File: src/rtl/cal_pkg.sv
// ----------------------------------------------------------------------------
// cal_pkg
// Types and constants of the cursor list engine.
// ----------------------------------------------------------------------------
`default_nettype none

package cal_pkg;

    localparam int DATA_W  = 32;   // list entry width
    localparam int CMD_W   = 3;
    localparam int ST_W    = 2;
    localparam int ENT_W   = 5;    // count, cursor and capacity fields
    localparam int ADDR_W  = 3;
    localparam int PDATA_W = 32;

    localparam logic [ENT_W-1:0]  CAP_RESET  = 5'd16;
    localparam logic [DATA_W-1:0] REMOVE_ERR = '1;   // -1 on failed remove

    // register index, taken from paddr[ADDR_W-1:2]
    localparam logic [ADDR_W-3:0] REG_CAPACITY_LIMIT = 1'b0;

    typedef enum logic [CMD_W-1:0] {
        CMD_INSERT = 3'd0,
        CMD_APPEND = 3'd1,
        CMD_REMOVE = 3'd2,
        CMD_START  = 3'd3,
        CMD_END    = 3'd4,
        CMD_PREV   = 3'd5,
        CMD_NEXT   = 3'd6
    } cmd_t;

    typedef enum logic [ST_W-1:0] {
        ST_OK    = 2'd0,
        ST_FULL  = 2'd1,
        ST_EMPTY = 2'd2
    } status_t;

    typedef enum logic [1:0] {
        OP_HOLD   = 2'd0,
        OP_INSERT = 2'd1,   // write at pos, cells above pos take left neighbor
        OP_REMOVE = 2'd2    // cells at and above pos take right neighbor
    } cell_op_t;

    typedef struct packed {
        cell_op_t              op;
        logic [DATA_W-1:0]     value;
    } cell_cmd_t;

endpackage

`default_nettype wire

File: src/rtl/cal_cell.sv
// ----------------------------------------------------------------------------
// cal_cell
// One list slot: holds an entry and shifts with its neighbors.
// ----------------------------------------------------------------------------
`default_nettype none

module cal_cell #(
    parameter int IDX = 0,
    parameter int IW  = 4
) (
    input  wire                          clk,
    input  cal_pkg::cell_cmd_t           cell_cmd,
    input  wire  [IW-1:0]                pos,
    input  wire  [cal_pkg::DATA_W-1:0]   left_data,
    input  wire  [cal_pkg::DATA_W-1:0]   right_data,
    output logic [cal_pkg::DATA_W-1:0]   data,
    output logic [cal_pkg::DATA_W-1:0]   rd_data
);
    import cal_pkg::*;

    localparam logic [IW-1:0] MY_IDX = IW'(IDX);

    logic [DATA_W-1:0] data_reg;
    logic [DATA_W-1:0] data_next;

    always_comb
    begin
        data_next = data_reg;
        case (cell_cmd.op)
            OP_INSERT:
            begin
                if (pos == MY_IDX)
                begin
                    data_next = cell_cmd.value;
                end
                else if (pos < MY_IDX)
                begin
                    data_next = left_data;
                end
            end
            OP_REMOVE:
            begin
                if (pos <= MY_IDX)
                begin
                    data_next = right_data;
                end
            end
            default:
            begin
                data_next = data_reg;
            end
        endcase
    end

    // payload only, no reset
    always_ff @(posedge clk)
    begin
        data_reg <= data_next;
    end

    assign data    = data_reg;
    assign rd_data = (pos == MY_IDX) ? data_reg : '0;

endmodule

`default_nettype wire

File: src/rtl/cal_ctrl.sv
// ----------------------------------------------------------------------------
// cal_ctrl
// Command decode, count and cursor, result register.
// ----------------------------------------------------------------------------
`default_nettype none

module cal_ctrl #(
    parameter int DEPTH = 16,
    parameter int IW    = $clog2(DEPTH)
) (
    input  wire                          clk,
    input  wire                          rst_n,
    input  wire                          cmd_valid,
    output logic                         cmd_stall,
    input  wire  [cal_pkg::CMD_W-1:0]    cmd,
    input  wire  [cal_pkg::DATA_W-1:0]   item_value,
    input  wire  [cal_pkg::ENT_W-1:0]    capacity,
    input  wire  [cal_pkg::DATA_W-1:0]   rd_data,
    output cal_pkg::cell_cmd_t           cell_cmd,
    output logic [IW-1:0]                pos,
    output logic                         res_valid,
    input  wire                          res_stall,
    output logic [cal_pkg::ST_W-1:0]     status,
    output logic [cal_pkg::DATA_W-1:0]   removed_value,
    output logic [cal_pkg::ENT_W-1:0]    entry_count,
    output logic [cal_pkg::ENT_W-1:0]    cursor_pos
);
    import cal_pkg::*;

    localparam int CW = $clog2(DEPTH + 1);
    localparam int LW = (CW > ENT_W) ? CW : ENT_W;

    logic [CW-1:0]     count_reg,  count_next;
    logic [CW-1:0]     cursor_reg, cursor_next;
    logic              res_valid_reg, res_valid_next;
    status_t           status_reg, status_next;
    logic [DATA_W-1:0] removed_reg, removed_next;
    logic [ENT_W-1:0]  ecount_reg;
    logic [ENT_W-1:0]  cpos_reg;

    logic          accept;
    logic [LW-1:0] limit;
    logic          full;
    cell_op_t      op;

    assign cmd_stall = res_valid_reg & res_stall;
    assign accept    = cmd_valid & ~cmd_stall;

    // limit in force: capacity clamped to the store depth
    assign limit = (LW'(capacity) > LW'(DEPTH)) ? LW'(DEPTH) : LW'(capacity);
    assign full  = (LW'(count_reg) >= limit);

    always_comb
    begin
        count_next   = count_reg;
        cursor_next  = cursor_reg;
        status_next  = ST_OK;
        removed_next = '0;
        op           = OP_HOLD;
        pos          = IW'(cursor_reg);
        case (cmd_t'(cmd))
            CMD_INSERT:
            begin
                if (full)
                begin
                    status_next = ST_FULL;
                end
                else
                begin
                    op         = OP_INSERT;
                    count_next = count_reg + CW'(1);
                end
            end
            CMD_APPEND:
            begin
                pos = IW'(count_reg);
                if (full)
                begin
                    status_next = ST_FULL;
                end
                else
                begin
                    op         = OP_INSERT;
                    count_next = count_reg + CW'(1);
                end
            end
            CMD_REMOVE:
            begin
                if (cursor_reg >= count_reg)
                begin
                    status_next  = ST_EMPTY;
                    removed_next = REMOVE_ERR;
                end
                else
                begin
                    op           = OP_REMOVE;
                    removed_next = rd_data;
                    count_next   = count_reg - CW'(1);
                end
            end
            CMD_START:
            begin
                cursor_next = '0;
            end
            CMD_END:
            begin
                cursor_next = count_reg;
            end
            CMD_PREV:
            begin
                if (cursor_reg != '0)
                begin
                    cursor_next = cursor_reg - CW'(1);
                end
            end
            CMD_NEXT:
            begin
                if (cursor_reg < count_reg)
                begin
                    cursor_next = cursor_reg + CW'(1);
                end
            end
            default:
            begin
                status_next = ST_OK;
            end
        endcase

        if (!accept)
        begin
            op = OP_HOLD;
        end

        if (accept)
        begin
            res_valid_next = 1'b1;
        end
        else if (res_stall)
        begin
            res_valid_next = res_valid_reg;
        end
        else
        begin
            res_valid_next = 1'b0;
        end
    end

    assign cell_cmd.op    = op;
    assign cell_cmd.value = item_value;

    always_ff @(posedge clk or negedge rst_n)
    begin
        if (!rst_n)
        begin
            count_reg     <= '0;
            cursor_reg    <= '0;
            res_valid_reg <= 1'b0;
        end
        else
        begin
            res_valid_reg <= res_valid_next;
            if (accept)
            begin
                count_reg  <= count_next;
                cursor_reg <= cursor_next;
            end
        end
    end

    // result payload
    always_ff @(posedge clk)
    begin
        if (accept)
        begin
            status_reg  <= status_next;
            removed_reg <= removed_next;
            ecount_reg  <= ENT_W'(count_next);
            cpos_reg    <= ENT_W'(cursor_next);
        end
    end

    assign res_valid     = res_valid_reg;
    assign status        = status_reg;
    assign removed_value = removed_reg;
    assign entry_count   = ecount_reg;
    assign cursor_pos    = cpos_reg;

endmodule

`default_nettype wire

File: src/rtl/cursor_array_list_top.sv
// ----------------------------------------------------------------------------
// cursor_array_list_top
// Ordered list of 32-bit words with a cursor, held in a row of shift cells.
// A result is shown in the cycle after its command is accepted.
// Throughput: one command per cycle unless a result is stalled; insert and
//   remove shift every cell at once; the result register frees when taken.
// Reset: rst_n clears count, cursor and result valid; capacity returns to 16.
//   Entries are not cleared; only slots below the count are ever read.
// ----------------------------------------------------------------------------
`default_nettype none

module cursor_array_list_top #(
    parameter int DEPTH = 16
) (
    input  wire                                clk,
    input  wire                                rst_n,

    // command channel
    input  wire                                cmd_valid,
    output logic                               cmd_stall,
    input  wire  [cal_pkg::CMD_W-1:0]          cmd,
    input  wire  signed [cal_pkg::DATA_W-1:0]  item_value,

    // result channel
    output logic                               res_valid,
    input  wire                                res_stall,
    output logic [cal_pkg::ST_W-1:0]           status,
    output logic signed [cal_pkg::DATA_W-1:0]  removed_value,
    output logic [cal_pkg::ENT_W-1:0]          entry_count,
    output logic [cal_pkg::ENT_W-1:0]          cursor_pos,

    // register port
    input  wire                                psel,
    input  wire                                penable,
    input  wire                                pwrite,
    input  wire  [cal_pkg::ADDR_W-1:0]         paddr,
    input  wire  [cal_pkg::PDATA_W-1:0]        pwdata,
    output logic [cal_pkg::PDATA_W-1:0]        prdata,
    output logic                               pready
);
    import cal_pkg::*;

    localparam int IW = $clog2(DEPTH);

    // ------------------------------------------------------------------
    // Capacity register. Write lands on the access phase of an APB write.
    // Low address bits are don't-care; paddr[2] picks the register.
    // ------------------------------------------------------------------
    logic [ENT_W-1:0] cap_reg;
    logic             cap_hit;
    logic             cap_wr;

    assign pready  = 1'b1;
    assign cap_hit = (paddr[ADDR_W-1:2] == REG_CAPACITY_LIMIT);
    assign cap_wr  = psel & penable & pwrite & pready & cap_hit;
    assign prdata  = cap_hit ? PDATA_W'(cap_reg) : '0;

    always_ff @(posedge clk or negedge rst_n)
    begin
        if (!rst_n)
        begin
            cap_reg <= CAP_RESET;
        end
        else if (cap_wr)
        begin
            cap_reg <= pwdata[ENT_W-1:0];
        end
    end

    // ------------------------------------------------------------------
    // Controller: decodes the command, keeps count and cursor, and holds
    // the result. It broadcasts one shift op and one slot position to the
    // cell row per accepted item.
    // ------------------------------------------------------------------
    cell_cmd_t         cell_cmd;
    logic [IW-1:0]     pos;
    logic [DATA_W-1:0] rd_any;
    logic [DATA_W-1:0] removed_raw;

    cal_ctrl #(
        .DEPTH (DEPTH),
        .IW    (IW)
    ) u_ctrl (
        .clk           (clk),
        .rst_n         (rst_n),
        .cmd_valid     (cmd_valid),
        .cmd_stall     (cmd_stall),
        .cmd           (cmd),
        .item_value    (item_value),
        .capacity      (cap_reg),
        .rd_data       (rd_any),
        .cell_cmd      (cell_cmd),
        .pos           (pos),
        .res_valid     (res_valid),
        .res_stall     (res_stall),
        .status        (status),
        .removed_value (removed_raw),
        .entry_count   (entry_count),
        .cursor_pos    (cursor_pos)
    );

    assign removed_value = removed_raw;

    // ------------------------------------------------------------------
    // Cell row. Slot i takes slot i-1 on insert (shift right) and slot
    // i+1 on remove (shift left). Slot 0 has no left neighbor; the last
    // slot recirculates its own word on remove, which is past the count.
    // ------------------------------------------------------------------
    logic [DATA_W-1:0] cell_data [DEPTH];
    logic [DATA_W-1:0] cell_rd   [DEPTH];

    for (genvar i = 0; i < DEPTH; i++)
    begin : g_cell
        logic [DATA_W-1:0] left_w;
        logic [DATA_W-1:0] right_w;

        if (i == 0)
        begin : g_first
            assign left_w = cell_cmd.value;
        end
        else
        begin : g_left
            assign left_w = cell_data[i-1];
        end

        if (i == DEPTH - 1)
        begin : g_last
            assign right_w = cell_data[i];
        end
        else
        begin : g_right
            assign right_w = cell_data[i+1];
        end

        cal_cell #(
            .IDX (i),
            .IW  (IW)
        ) u_cell (
            .clk        (clk),
            .cell_cmd   (cell_cmd),
            .pos        (pos),
            .left_data  (left_w),
            .right_data (right_w),
            .data       (cell_data[i]),
            .rd_data    (cell_rd[i])
        );
    end

    // Read of the slot under the cursor: each cell gates its word by the
    // position match, so an OR across the row is the selected entry.
    always_comb
    begin
        rd_any = '0;
        for (int i = 0; i < DEPTH; i++)
        begin
            rd_any = rd_any | cell_rd[i];
        end
    end

endmodule

`default_nettype wire

File: config.mk
export PLATFORM = sky130hd
export DESIGN_NAME = cursor_array_list_top
export DESIGN_NICKNAME = d
export VERILOG_FILES = /design/src/rtl/cal_pkg.sv /design/src/rtl/cal_cell.sv /design/src/rtl/cal_ctrl.sv /design/src/rtl/cursor_array_list_top.sv
export SDC_FILE = /design/constraint.sdc
export NUM_CORES = 1
export LEC_CHECK = 0
export ABC_AREA = 1
export BUFFER_PORTS_ARGS = -buffer_cell sky130_fd_sc_hd__buf_4
export CAP_MARGIN = 20
export CORE_AREA = 8 8 370 300
export DETAILED_ROUTE_END_ITERATION = 10
export DIE_AREA = 0 0 378 308
export HOLD_SLACK_MARGIN = 0.12
export PLACE_DENSITY = 0.67
export SYNTH_ARGS = -nofsm -noshare
export SYNTH_HDL_FRONTEND = slang
export SYNTH_HIERARCHICAL = 1
export SYNTH_SLANG_ARGS = --single-unit
File: constraint.sdc
create_clock -name clk -period 12.7 [get_ports clk]
set_input_delay 0.635 -clock clk [delete_from_list [all_inputs] [get_ports clk]]
set_output_delay 0.635 -clock clk [all_outputs]
set_load 0.1 [all_outputs]
* After elaboration in Yosys (flattened, before gate mapping) *
Index checks and enable logic that the tools add are counted.
Widths: inputs -> output; s select.

storage, ports and cells
  output and inout bits = 79
  bits in registers = 572
  input bits = 77
  logic and storage cells = 258

cells by class
  reductions and logical operators = 22
  muxes and demuxes = 97
  order comparisons = 35
  eq/ne operators = 54
  add/sub/neg operators = 4
  bitwise logic cells = 22

operators with widths
  operator             count
  $mux 32              64
  $pmux 32 s2          15
  $or 32x32->32        15
  $ne 3x1->1 const B   15
  $reduce_and 3->1     15
  $eq 4x4->1 const B   8
  $lt 4x4->1 const B   8
  $ne 2x1->1 const B   16
  $mux 5               6
  $le 4x4->1 const B   7
  $pmux 5 s4           1
  $eq 4x3->1 const B   4
  $le 4x3->1 const B   4
  $lt 4x3->1 const B   4
  $add 5x1->5 const B  2
  $ge 5x5->1           2
  $pmux 5 s2           1
  $sub 5x1->5 const B  2
  $eq 3x3->1 const B   3
  $eq 4x2->1 const B   2
  $le 4x1->1 const B   2
  $le 4x2->1 const B   2
  $lt 4x1->1 const B   2
  $lt 4x2->1 const B   2
  other kinds (19)     32

* Longest topological paths before layout *
  depth after elaboration = 20
  mapped depth = 17
  depth with buffers taken out = 15

* Modules after synthesis *
Netlist, hierarchy kept.

by module, submodules not included
  module                        instances  sequential area each (um2)  cells each  area an instance (um2)
  cal_ctrl                      1          1596.5                      390         3325.7
  cal_cell (g_cell[6].u_cell)   1          960.9                       349         2304.7
  cal_cell (g_cell[1].u_cell)   1          960.9                       349         2294.7
  cal_cell (g_cell[14].u_cell)  1          960.9                       350         2293.4
  cal_cell (g_cell[11].u_cell)  1          960.9                       348         2292.2
  cal_cell (g_cell[3].u_cell)   1          960.9                       347         2292.2
  cal_cell (g_cell[7].u_cell)   1          960.9                       348         2289.7
  cal_cell (g_cell[12].u_cell)  1          960.9                       348         2288.4
  cal_cell (g_cell[10].u_cell)  1          960.9                       351         2283.4
  cursor_array_list_top         1          126.4                       545         2279.7
  cal_cell (g_cell[9].u_cell)   1          960.9                       349         2275.9
  cal_cell (g_cell[2].u_cell)   1          960.9                       348         2274.7
  cal_cell (g_cell[4].u_cell)   1          960.9                       348         2272.2
  cal_cell (g_cell[13].u_cell)  1          960.9                       350         2270.9
  4 more rows                   n/a        n/a                         n/a         n/a

* Worst setup path before layout *
Ideal clock, no wire load.

  path type = register -> register
  start = reg u_ctrl.res_valid_reg, in the netlist u_ctrl/res_valid
  end = reg g_cell[3].u_cell.data_reg[0], enable pin
  path buffers = 0
  setup time = 0.470 ns
  data arrival time = 5.769 ns
  data required time = 12.230 ns
  setup slack = 6.461 ns
  period minus slack after synthesis = 6.239 ns
  stages on the path, launching flop included = 8
  cell sequence = dfrtp_1 > nand2_1 > inv_1 > nor2_2 > clkinv_1 > nor2_1 > nand2_1 > a21boi_0

RTL lines
  element                 line             RTL
  from (decl)             cal_ctrl.sv:35   logic res_valid_reg, res_valid_next;
  from (signal assigned)  cal_ctrl.sv:161  res_valid_reg <= res_valid_next;
  to (signal assigned)    cal_cell.sv:58   data_reg <= data_next;
  to (decl)               cal_cell.sv:23   logic [DATA_W-1:0] data_reg;

==> impl_metrics.env <==
export IMPL_slew_viol_final=0
export IMPL_max_slew_margin_pct=30.5
export IMPL_pwr_share_comb_pct=36.8
export IMPL_fp_dieH_um=308
export IMPL_powerDensity_mw_per_mm2=164
export IMPL_drt_total_wl_um=121000
export IMPL_grtUsageMet1_pct=29.4
export IMPL_mostFrequentLayoutCells="nand2_1, inv_1, nand3_1"
export IMPL_cts_resized=0
export IMPL_finalSetupViolCount=0
export IMPL_drc=0
export IMPL_cts_buffer_depth=3
export IMPL_cp_required_ps=12950
export IMPL_finalNetCount=6383
export IMPL_met3_usage_pct=2.74
export IMPL_fp_coreArea_mm2=0.105
export IMPL_std_cell_rows=107
export IMPL_finalPower_w=0.00739
export IMPL_grt_usage_pct=20.3
export IMPL_gp_congestion=0.851
export IMPL_yosys_warnings=6
export IMPL_syn_to_final_growth_pct=8.19
export IMPL_max_freq_mhz=211
export IMPL_layout_commonest_cell="nand2_1"
export IMPL_dieArea_mm2=0.116
export IMPL_postCtsSetupBuffers=0
export IMPL_vias=36600
export IMPL_synth_compound_area_share_pct=0.556
export IMPL_grt_max_degree=65
export IMPL_drt_wirelength_per_cell_um=15.6
export IMPL_hold_viol=0
export IMPL_r2r_slack_ps=7960
export IMPL_boundaryPins=156
export IMPL_layout_drive_gt1_share_pct=5.91
export IMPL_synth_xor_area_share_pct=0.168
export IMPL_post_route_period_util_pct=37.3
export IMPL_synth_top_family_by_area="simple AND/OR/NAND/NOR gates"
export IMPL_synth_area_mm2=0.0416
export IMPL_postSynthCellCount=6374
export IMPL_start_util_pct=39.5
export IMPL_met2_usage_pct=32.1
export IMPL_cts_reportedPaths_clkPinSlew_ps=60
export IMPL_intPower_w=0.00433
export IMPL_place_hpwl_um=82300
export IMPL_crit_arrival_ps=5000
export IMPL_irDropWorstVdd_mv=0.110
export IMPL_skew_ps=30.4
export IMPL_viasPerCell=4.71
export IMPL_criticalPathCategory="reg2reg"
export IMPL_switching_share_pct=41.4
export IMPL_synthAdderAreaFrac_pct=0.451
export IMPL_start_kind="flop"
export IMPL_end_kind="flop"
export IMPL_cts_sinks=572
export IMPL_firstDrtPassIters=6
export IMPL_htreeDepth=3
export IMPL_seq_area_frac_synth_pct=41.1
export IMPL_ys_types=41
export IMPL_gr_total_overflow=0
export IMPL_cts_tree="done"
export IMPL_p_leak_nw=25.3
export IMPL_grt_pass1_vias=34200
export IMPL_yosys_area_share_simple_pct=38.4
export IMPL_grt_pass1_wl_um=193000
export IMPL_port_buffers=98
export IMPL_cts_root_buf="clkbuf_16"
export IMPL_status="complete, no violations"
export IMPL_maxCapViolCount=0
export IMPL_fin_setup_tns_ps=0
export IMPL_min_path_type="in2reg"
export IMPL_synth_seq_cells=572
export IMPL_clkPwrFrac_pct=26.7
export IMPL_p_sw_w=0.00306
export IMPL_antenna_cells=0
export IMPL_grt_setup_unrepaired="no"
export IMPL_power_frac_seq_pct=36.6
export IMPL_top_usage_layer="met2"
export IMPL_muxShareOfSynthArea_pct=0
export IMPL_worst_skew_pair_late_latency_ps=620
export IMPL_chipWidth_um=378
export IMPL_path_max_fanout=33
export IMPL_antenna_found_initial=0
export IMPL_largest_reg_flops=512
export IMPL_numCtsBuffers=72
export IMPL_drtIter0Drc=4075
export IMPL_ant_nets=0
export IMPL_tightest_slew_ps=1040
export IMPL_syn_area_per_cell_um2=6.53
export IMPL_hold_slack_ps=226
export IMPL_fin_crit_ps=4740
export IMPL_nFillCells=10900
-- cell type report --
type / instances / area, um^2 / area share, %
tap: 1417 / 1770 / 3.94
clock inverter: 31 / 258 / 0.573
clock buffer: 93 / 1920 / 4.27
inverter: 1572 / 5900 / 13.1
timing repair buffer: 169 / 1350 / 3.00
sequential: 572 / 17100 / 38.0
multi-input combinational: 3904 / 16700 / 37.1
-- power by group through the flow --
stage | combinational (W) | sequential [W] | clock, W
final | 0.00272 | 0.00270 | 0.00197
after global routing | 0.00301 | 0.00273 | 0.00207
after CTS | 0.00267 | 0.00270 | 0.00201
after detailed placement | 0.00267 | 0.00274 | 0
after global placement | 0.00262 | 0.00273 | 0
after floorplan | 0.00184 | 0.00285 | 0
-- Yosys cell counts (all sizes together) --
cell type / n / area [um^2]
a21boi: 4 / 30.0
a21oi: 11 / 62.6
a22oi: 2 / 15.0
and2: 2 / 12.5
buf: 322 / 2010
clkbuf: 30 / 120
clkinv: 4 / 16.3
conb: 2 / 7.51
dfrtp: 15 / 375
dfstp: 1 / 26.3
edfxtp: 556 / 16700
ha: 15 / 188
inv: 1568 / 5890
nand2: 1910 / 7300
nand3: 998 / 5020
nand4: 5 / 31.3
nor2: 895 / 3570
nor3: 4 / 30.0
o21ai: 18 / 93.8
o21bai: 2 / 15.0
o22ai: 1 / 6.26
o41ai: 1 / 8.76
xnor2: 5 / 43.8
xor2: 3 / 26.3
-- metrics by stage --
stage                     setup WS [ps]  cells  cell area (um^2)  util [%]
after floorplan                    6460   6400             41700         -
after global placement             7340   7628             42700      40.6
after detailed placement           7810   7629             42700      40.6
after CTS                          7790   7754             44900      42.7
after global routing               7710   7758             45000      42.8
final                              7960   7758             45000      42.8
-- logic make-up after synthesis --
logic type      after synthesis
compound gates               39
xor+xnor                      8
fa+ha+maj                    15
buf+inv                    1924
flops                       572
other cells                   2
simple gates               3814
-- metal layers --
metal  vias to the layer above  routed length [um]
met5                         -                   0
met2                      1452               52500
met4                         0                2420
met1                     16200               55800
met3                       183               10600
li1                      18800                   -
-- final timing paths --
check	startpoint	end	depth (start not counted)
worst min register to register	u_ctrl/res_valid$_DFFE_PN0P_	u_ctrl/res_valid$_DFFE_PN0P_	2
worst max register to register	u_ctrl/count_reg[2]$_DFFE_PN0P_	g_cell[11].u_cell/data[1]$_DFFE_PP_	16
max in group asynchronous	rst_n	cap_reg[4]$_DFFE_PN1P_	2
min in group asynchronous	rst_n	u_ctrl/res_valid$_DFFE_PN0P_	2
worst max-delay path	u_ctrl/count_reg[2]$_DFFE_PN0P_	g_cell[11].u_cell/data[1]$_DFFE_PP_	16
worst min-delay path	res_stall	u_ctrl/res_valid$_DFFE_PN0P_	3
-- critical path, stage by stage, from the launching register on --
cell and delay [ps]:
dfrtp_1 490, inv_2 150, ha_1 330, nand2_1 70
nand2_1 80, nand2_2 80, nand2_1 80, nor2_4 220
nand3_4 140, nor2_4 100, buf_4 450, inv_1 170
nor2_4 720, inv_1 90, buf_4 290, a22oi_2 380
buf_4 450
-- what timing repair did --
action / in CTS / in global routing
endpoints found under the setup margin: 0 / 0
endpoints found under the hold margin: 15 / 0
hold buffers: 1 / 0
Power figures use the tool's default switching activity.
